**config.mk**
```make
export PLATFORM = sky130hd
export DESIGN_NAME = seven_segment_blink_timer
export DESIGN_NICKNAME = d
export VERILOG_FILES = /design/src/hw/rtl/ssbt_pkg.sv /design/src/hw/rtl/seven_segment_blink_timer.sv
export SDC_FILE = /design/constraint.sdc
export NUM_CORES = 1
export LEC_CHECK = 0
export ABC_AREA = 1
export BUFFER_PORTS_ARGS = -buffer_cell sky130_fd_sc_hd__buf_2
export CELL_PAD_IN_SITES_DETAIL_PLACEMENT = 1
export CELL_PAD_IN_SITES_GLOBAL_PLACEMENT = 2
export CORE_MARGIN = 2
export CORE_UTILIZATION = 34
export CTS_CLUSTER_SIZE = 30
export DETAILED_ROUTE_END_ITERATION = 8
export GPL_TIMING_DRIVEN = 0
export HOLD_SLACK_MARGIN = 0.05
export MAX_ROUTING_LAYER = met4
export PLACE_DENSITY = 0.95
export SETUP_SLACK_MARGIN = 0.2
export SLEW_MARGIN = 20
export SYNTH_ARGS = -nofsm -noshare
export SYNTH_HDL_FRONTEND = slang
export SYNTH_SLANG_ARGS = --single-unit
```
**constraint.sdc**
```tcl
create_clock -name i_clk -period 4.8 [get_ports i_clk]
set_input_delay 0.72 -clock i_clk [delete_from_list [all_inputs] [get_ports i_clk]]
set_output_delay 0.72 -clock i_clk [all_outputs]
set_load 0.01 [all_outputs]
```
**src/hw/rtl/ssbt_pkg.sv**
```systemverilog
`timescale 1ns / 1ps
`default_nettype none

package ssbt_pkg;

    // width of the duration countdown and the stored intervals
    localparam int TIMER_BITS = 24;

    localparam logic [2:0] OP_TICK   = 3'd0;
    localparam logic [2:0] OP_SET    = 3'd1;
    localparam logic [2:0] OP_SHOW   = 3'd2;
    localparam logic [2:0] OP_BLINK  = 3'd3;
    localparam logic [2:0] OP_SELECT = 3'd4;
    localparam logic [2:0] OP_TOGGLE = 3'd5;

    typedef logic [TIMER_BITS-1:0] t_timer;
    typedef logic [6:0]            t_segments;

    // segments a..g in bits 0..6, codes above nine blank
    function automatic t_segments seg_decode(input logic [3:0] digit);
        t_segments seg;
        unique case (digit)
            4'd0:    seg = 7'h3F;
            4'd1:    seg = 7'h06;
            4'd2:    seg = 7'h5B;
            4'd3:    seg = 7'h4F;
            4'd4:    seg = 7'h66;
            4'd5:    seg = 7'h6D;
            4'd6:    seg = 7'h7D;
            4'd7:    seg = 7'h07;
            4'd8:    seg = 7'h7F;
            4'd9:    seg = 7'h6F;
            default: seg = 7'h00;
        endcase
        return seg;
    endfunction

endpackage

`default_nettype wire

```
**src/hw/rtl/seven_segment_blink_timer.sv**
```systemverilog
`timescale 1ns / 1ps
`default_nettype none

// Seven-segment blink timer: every accepted item (a one-millisecond tick or a
// command) updates the display state in the cycle it is accepted and yields
// exactly one result, registered and valid on the next cycle. One item can be
// accepted every clock cycle; the single result register sets that figure, and
// the input is ready whenever that register is empty or being drained. Segment
// and common line levels follow the display polarity setting in force when the
// item is accepted; write it only while no item is in flight.
module seven_segment_blink_timer (
    input  wire logic        i_clk,
    input  wire logic        i_rst_n,
    input  wire logic        i_cfg_we,
    input  wire logic        i_cfg_data,
    input  wire logic        i_in_valid,
    output logic             o_in_ready,
    input  wire logic [2:0]  i_opcode,
    input  wire logic [3:0]  i_digit,
    input  wire logic [23:0] i_on_time,
    input  wire logic [23:0] i_off_time,
    input  wire logic [7:0]  i_blink_count,
    input  wire logic        i_select_level,
    output logic             o_out_valid,
    input  wire logic        i_out_ready,
    output logic [6:0]       o_segment_lines,
    output logic             o_common_line,
    output logic             o_lit,
    output logic             o_busy_res
);

    logic                r_anode_mode;
    ssbt_pkg::t_segments r_pattern,  n_pattern;
    logic                r_enabled,  n_enabled;
    logic                r_show,     n_show;
    logic [7:0]          r_blinks,   n_blinks;
    ssbt_pkg::t_timer    r_on_ivl,   n_on_ivl;
    ssbt_pkg::t_timer    r_off_ivl,  n_off_ivl;
    ssbt_pkg::t_timer    r_count,    n_count;
    logic                r_busy,     n_busy;

    logic                r_out_valid;
    logic [6:0]          r_seg_out;
    logic                r_com_out;
    logic                r_lit_out;
    logic                r_busy_out;

    logic                in_accept;
    ssbt_pkg::t_timer    on_time;
    ssbt_pkg::t_timer    off_time;
    ssbt_pkg::t_timer    tick_count;

    assign o_in_ready = !r_out_valid || i_out_ready;
    assign in_accept  = i_in_valid && o_in_ready;
    assign on_time    = i_on_time[ssbt_pkg::TIMER_BITS-1:0];
    assign off_time   = i_off_time[ssbt_pkg::TIMER_BITS-1:0];
    // saturating decrement
    assign tick_count = (r_count != '0) ? r_count - ssbt_pkg::t_timer'(1) : r_count;

    always_comb begin
        n_pattern = r_pattern;
        n_enabled = r_enabled;
        n_show    = r_show;
        n_blinks  = r_blinks;
        n_on_ivl  = r_on_ivl;
        n_off_ivl = r_off_ivl;
        n_count   = r_count;
        n_busy    = r_busy;
        unique case (i_opcode)
            ssbt_pkg::OP_TICK: begin
                n_count = tick_count;
                if (tick_count == '0) begin
                    if (r_show) begin
                        n_enabled = 1'b0;
                        n_show    = 1'b0;
                        n_busy    = 1'b0;
                    end else if (r_blinks != '0) begin
                        n_enabled = !r_enabled;
                        if (r_enabled) begin
                            // turning off ends one blink
                            n_count  = r_off_ivl;
                            n_blinks = r_blinks - 8'd1;
                        end else begin
                            n_count = r_on_ivl;
                        end
                        n_busy = (n_blinks != '0);
                    end
                end
            end
            ssbt_pkg::OP_SET: begin
                n_pattern = ssbt_pkg::seg_decode(i_digit);
            end
            ssbt_pkg::OP_SHOW: begin
                n_blinks  = '0;
                n_show    = 1'b1;
                n_enabled = 1'b1;
                n_count   = on_time;
                n_busy    = 1'b1;
            end
            ssbt_pkg::OP_BLINK: begin
                n_show    = 1'b0;
                n_blinks  = i_blink_count;
                n_on_ivl  = on_time;
                n_off_ivl = off_time;
                n_enabled = 1'b1;
                n_count   = on_time;
                n_busy    = (i_blink_count != '0);
            end
            ssbt_pkg::OP_SELECT: begin
                n_enabled = i_select_level;
            end
            ssbt_pkg::OP_TOGGLE: begin
                n_enabled = !r_enabled;
            end
            default: begin
            end
        endcase
    end

    always_ff @(posedge i_clk) begin
        if (!i_rst_n) begin
            r_anode_mode <= 1'b0;
            r_pattern    <= '0;
            r_enabled    <= 1'b0;
            r_show       <= 1'b0;
            r_blinks     <= '0;
            r_on_ivl     <= '0;
            r_off_ivl    <= '0;
            r_count      <= '0;
            r_busy       <= 1'b0;
            r_out_valid  <= 1'b0;
        end else begin
            if (i_cfg_we) begin
                r_anode_mode <= i_cfg_data;
            end
            if (in_accept) begin
                r_pattern   <= n_pattern;
                r_enabled   <= n_enabled;
                r_show      <= n_show;
                r_blinks    <= n_blinks;
                r_on_ivl    <= n_on_ivl;
                r_off_ivl   <= n_off_ivl;
                r_count     <= n_count;
                r_busy      <= n_busy;
                r_out_valid <= 1'b1;
            end else if (i_out_ready) begin
                r_out_valid <= 1'b0;
            end
        end
    end

    // result payload, polarity applied on the way in
    always_ff @(posedge i_clk) begin
        if (in_accept) begin
            r_seg_out  <= r_anode_mode ? ~n_pattern : n_pattern;
            r_com_out  <= r_anode_mode ? n_enabled : !n_enabled;
            r_lit_out  <= n_enabled;
            r_busy_out <= n_busy;
        end
    end

    assign o_out_valid     = r_out_valid;
    assign o_segment_lines = r_seg_out;
    assign o_common_line   = r_com_out;
    assign o_lit           = r_lit_out;
    assign o_busy_res      = r_busy_out;

endmodule

`default_nettype wire

```
==> impl_metrics.json <==
{
  "status": "finished clean",
  "dr_wl_met3_um": 874,
  "ys.flop_type": "dfxtp_1",
  "layout-drive-gt1-share_pct": 13.7,
  "synth-seq-area-share_pct": 33.2,
  "worstMarginPinSlew_ns": 0.696,
  "synth_area_mm2": 0.00645,
  "wl_met2_um": 11200,
  "async_reset_ff_share_pct": 0,
  "p_leak_nw": 3.46,
  "postSynthAreaPerCell_um2": 6.30,
  "wl_met1_um": 11600,
  "worst-path-max-fanout": 9,
  "clock_skew_ns": 0.0111,
  "synthesis.instances": 1024,
  "period_share_pct": 63.8,
  "fp.dieH_um": 142,
  "startpoint_type": "flip-flop",
  "synth_simple_gate_area_share_pct": 35.3,
  "yosys_warnings": 0,
  "cts_buffer_depth": 2,
  "cts_setup_buffers": 0,
  "layout_commonest_cell": "nand2_1",
  "whs_ns": 0.495,
  "critPathMostFrequentCell": "nand2_1",
  "ctsResizeCount": 0,
  "p_per_area_mw_per_mm2": 366,
  "track_usage_pct": 25.1,
  "start_util_pct": 34.6,
  "clk_pin_slew_ns": 0.08,
  "synth_compound_area_share_pct": 19.7,
  "pin_count": 82,
  "synth_nets": 1103,
  "ys_types": 35,
  "clock_sinks": 102,
  "worstPathArrival_ns": 3.29,
  "synthAdderAreaFrac_pct": 1.74,
  "final_cell_mix": "nand2_1 (248), nor2_1 (153), o21ai_0 (133), dfxtp_1 (92), buf_2 (82)",
  "period_needed_ns": 3.06,
  "ys_seq_elements": 102,
  "numCtsBuffers": 9,
  "slowest_delay_ns": 0.33,
  "slowest_stage": "dfxtp_1",
  "drt-total-wl_um": 24000,
  "cts_tree": "built",
  "die_x_um": 142,
  "grt_max_degree": 23,
  "critical_path_required_ns": 5.03,
  "ant_nets": 0,
  "n_antenna_cell": 0,
  "crit_path_end_kind": "flip-flop",
  "nets": 1195,
  "cts-root-buf": "clkbuf_16",
  "synth_edf_count": 10,
  "antenna_found_initial": 0,
  "synth-xor-area-share_pct": 2.04,
  "remaining_drc_errors": 0,
  "hold_viol_final": 0,
  "first_global_vias": 7058,
  "cp_cell_sequence": "inv_1, ha_1, nand2_1, nor2_1, nand2_1, nand2_1, nand2_1, o21ai_0, nand3_1, nor2_1, nand3_1, nand2_2, nand2_2, nand2_1, a21oi_1",
  "vias": 7175,
  "total_power_mw": 2.73,
  "fp.coreArea_mm2": 0.0186,
  "peakVddDrop_v": 0.000186,
  "place_congestion": 0.895,
  "area_growth_pct": 15.8,
  "grt-ovfl-total": 0,
  "slew_violations": 0,
  "critPathKind": "flip-flop to flip-flop",
  "hold_path.class": "flip-flop to flip-flop",
  "cts-htree-levels": 3,
  "synth.area.mux_share_pct": 0.155,
  "holdBufCountCts": 0,
  "fin_setup_tns_ns": 0,
  "rows": 50,
  "viasPerCell": 5.30,
  "portBuffers": 81,
  "maxSlewHeadroom_pct": 53.6,
  "setup_viol": 0,
  "synth_top_family_by_area": "simple AND/OR/NAND/NOR gates",
  "post-dp-hpwl_um": 19200,
  "grt_first_pass_wirelength_um": 38100,
  "max_cap_viol_count": 0,
  "fmaxAchievable_mhz": 327,
  "rsz0062_at_grt": "no",
  "drtPass1Iterations": 6,
  "dieArea_mm2": 0.0201,
  "wire_per_inst_um": 17.7,
  "drt_iter0_drc": 312,
  "routed.top_layer": "met4",
  "clock_latency_ns": 0.37
}
## Yosys cell counts, types with 2 or more instances
library cell  instances  area, µm²
inv_1                72        270
buf_1                 7       26.3
clkbuf_1             38        143
a22oi_1               5       37.5
dfxtp_1              92       1840
o211ai_1             21        158
nor2_4                3       33.8
nor4_1                2       12.5
or2_2                21        131
ha_1                  9        113
nand2_2              12       75.1
clkinv_1              2       7.51
xor2_1               14        123
buf_6                 3       33.8
edfxtp_1             10        300
nand2_1             248        931
nand3_1              56        280
nand4_1              12       75.1
nor2_1              153        574
o21ai_0             133        666
inv_2                 2       7.51
a22o_1                2       17.5
nand3b_1              5       37.5
a21oi_1              77        385
nor3_1                5       25.0
nor2_2               11       68.8
## per-layer routing
layer  up-vias  track usage, %
li1       3545               -
met1      3418            33.8
met2       175            40.1
met3        37            2.94
met4         0            7.05
met5         -               -
## cells by family after synthesis
family	count (synthesis)
xor gates and xnor gates	15
and+or+nand+nor	531
buffers and inverters	127
DFF	102
muxes	1
adders and majority gates	9
AOI/OAI and AO/OA	239
## worst max-delay path, delay by kind of cell (launching register included)
family	cells	cell delay, ns
AOI/OAI and AO/OA	2	0.24
adders and majority gates	1	0.32
buffers and inverters	1	0.18
DFF	1	0.33
and+or+nand+nor	11	1.84
## layout make-up
cell class,count,area (µm²)
flip-flops and latches,102,2140
plain buffers,50,215
clock inverters,7,98.8
fillers,2549,11200
clock buffers,9,225
well taps,234,293
multi-input cells,795,3810
repair buffers,81,405
inverters,77,290
## sequential cells by signal, indices dropped and copies added (netlist names), 7 cells and up
name	count
r_on_ivl	24
r_pattern	7
r_blinks	8
o_segment_lines	7
r_off_ivl	24
r_count	24
## power breakdown
| part | switching (mW) | leakage (nW) | internal (mW) |
|---|---|---|---|
| clock | 0.418 | 0.157 | 0.382 |
| sequential | 0.0376 | 0.849 | 0.910 |
| combinational | 0.675 | 2.45 | 0.313 |
## stage by stage
stage	setup WS (ns)	instances	utilization, %	cell area [µm²]
6_report	1.74	1355	40.1	7480
5_1_grt	1.47	1355	40.1	7480
4_1_cts	1.76	1355	40.1	7480
3_5_place_dp	1.71	1339	38.4	7150
3_3_place_gp	1.78	1339	38.4	7150
2_1_floorplan	2.53	1024	-	6450
## worst paths after layout
check,startpoint,to,slack [ns],cells after the start
worst max-delay path,r_count[0]$_SDFFE_PN0P_,r_blinks[1]$_SDFFE_PN0P_,1.74,15
worst min register to register,r_blinks[1]$_SDFFE_PN0P_,r_blinks[1]$_SDFFE_PN0P_,0.49,2
worst max register to register,r_count[0]$_SDFFE_PN0P_,r_blinks[1]$_SDFFE_PN0P_,1.74,15
worst min-delay path,r_blinks[1]$_SDFFE_PN0P_,r_blinks[1]$_SDFFE_PN0P_,0.49,2
Note: power is estimated with default switching activity, not from simulation.
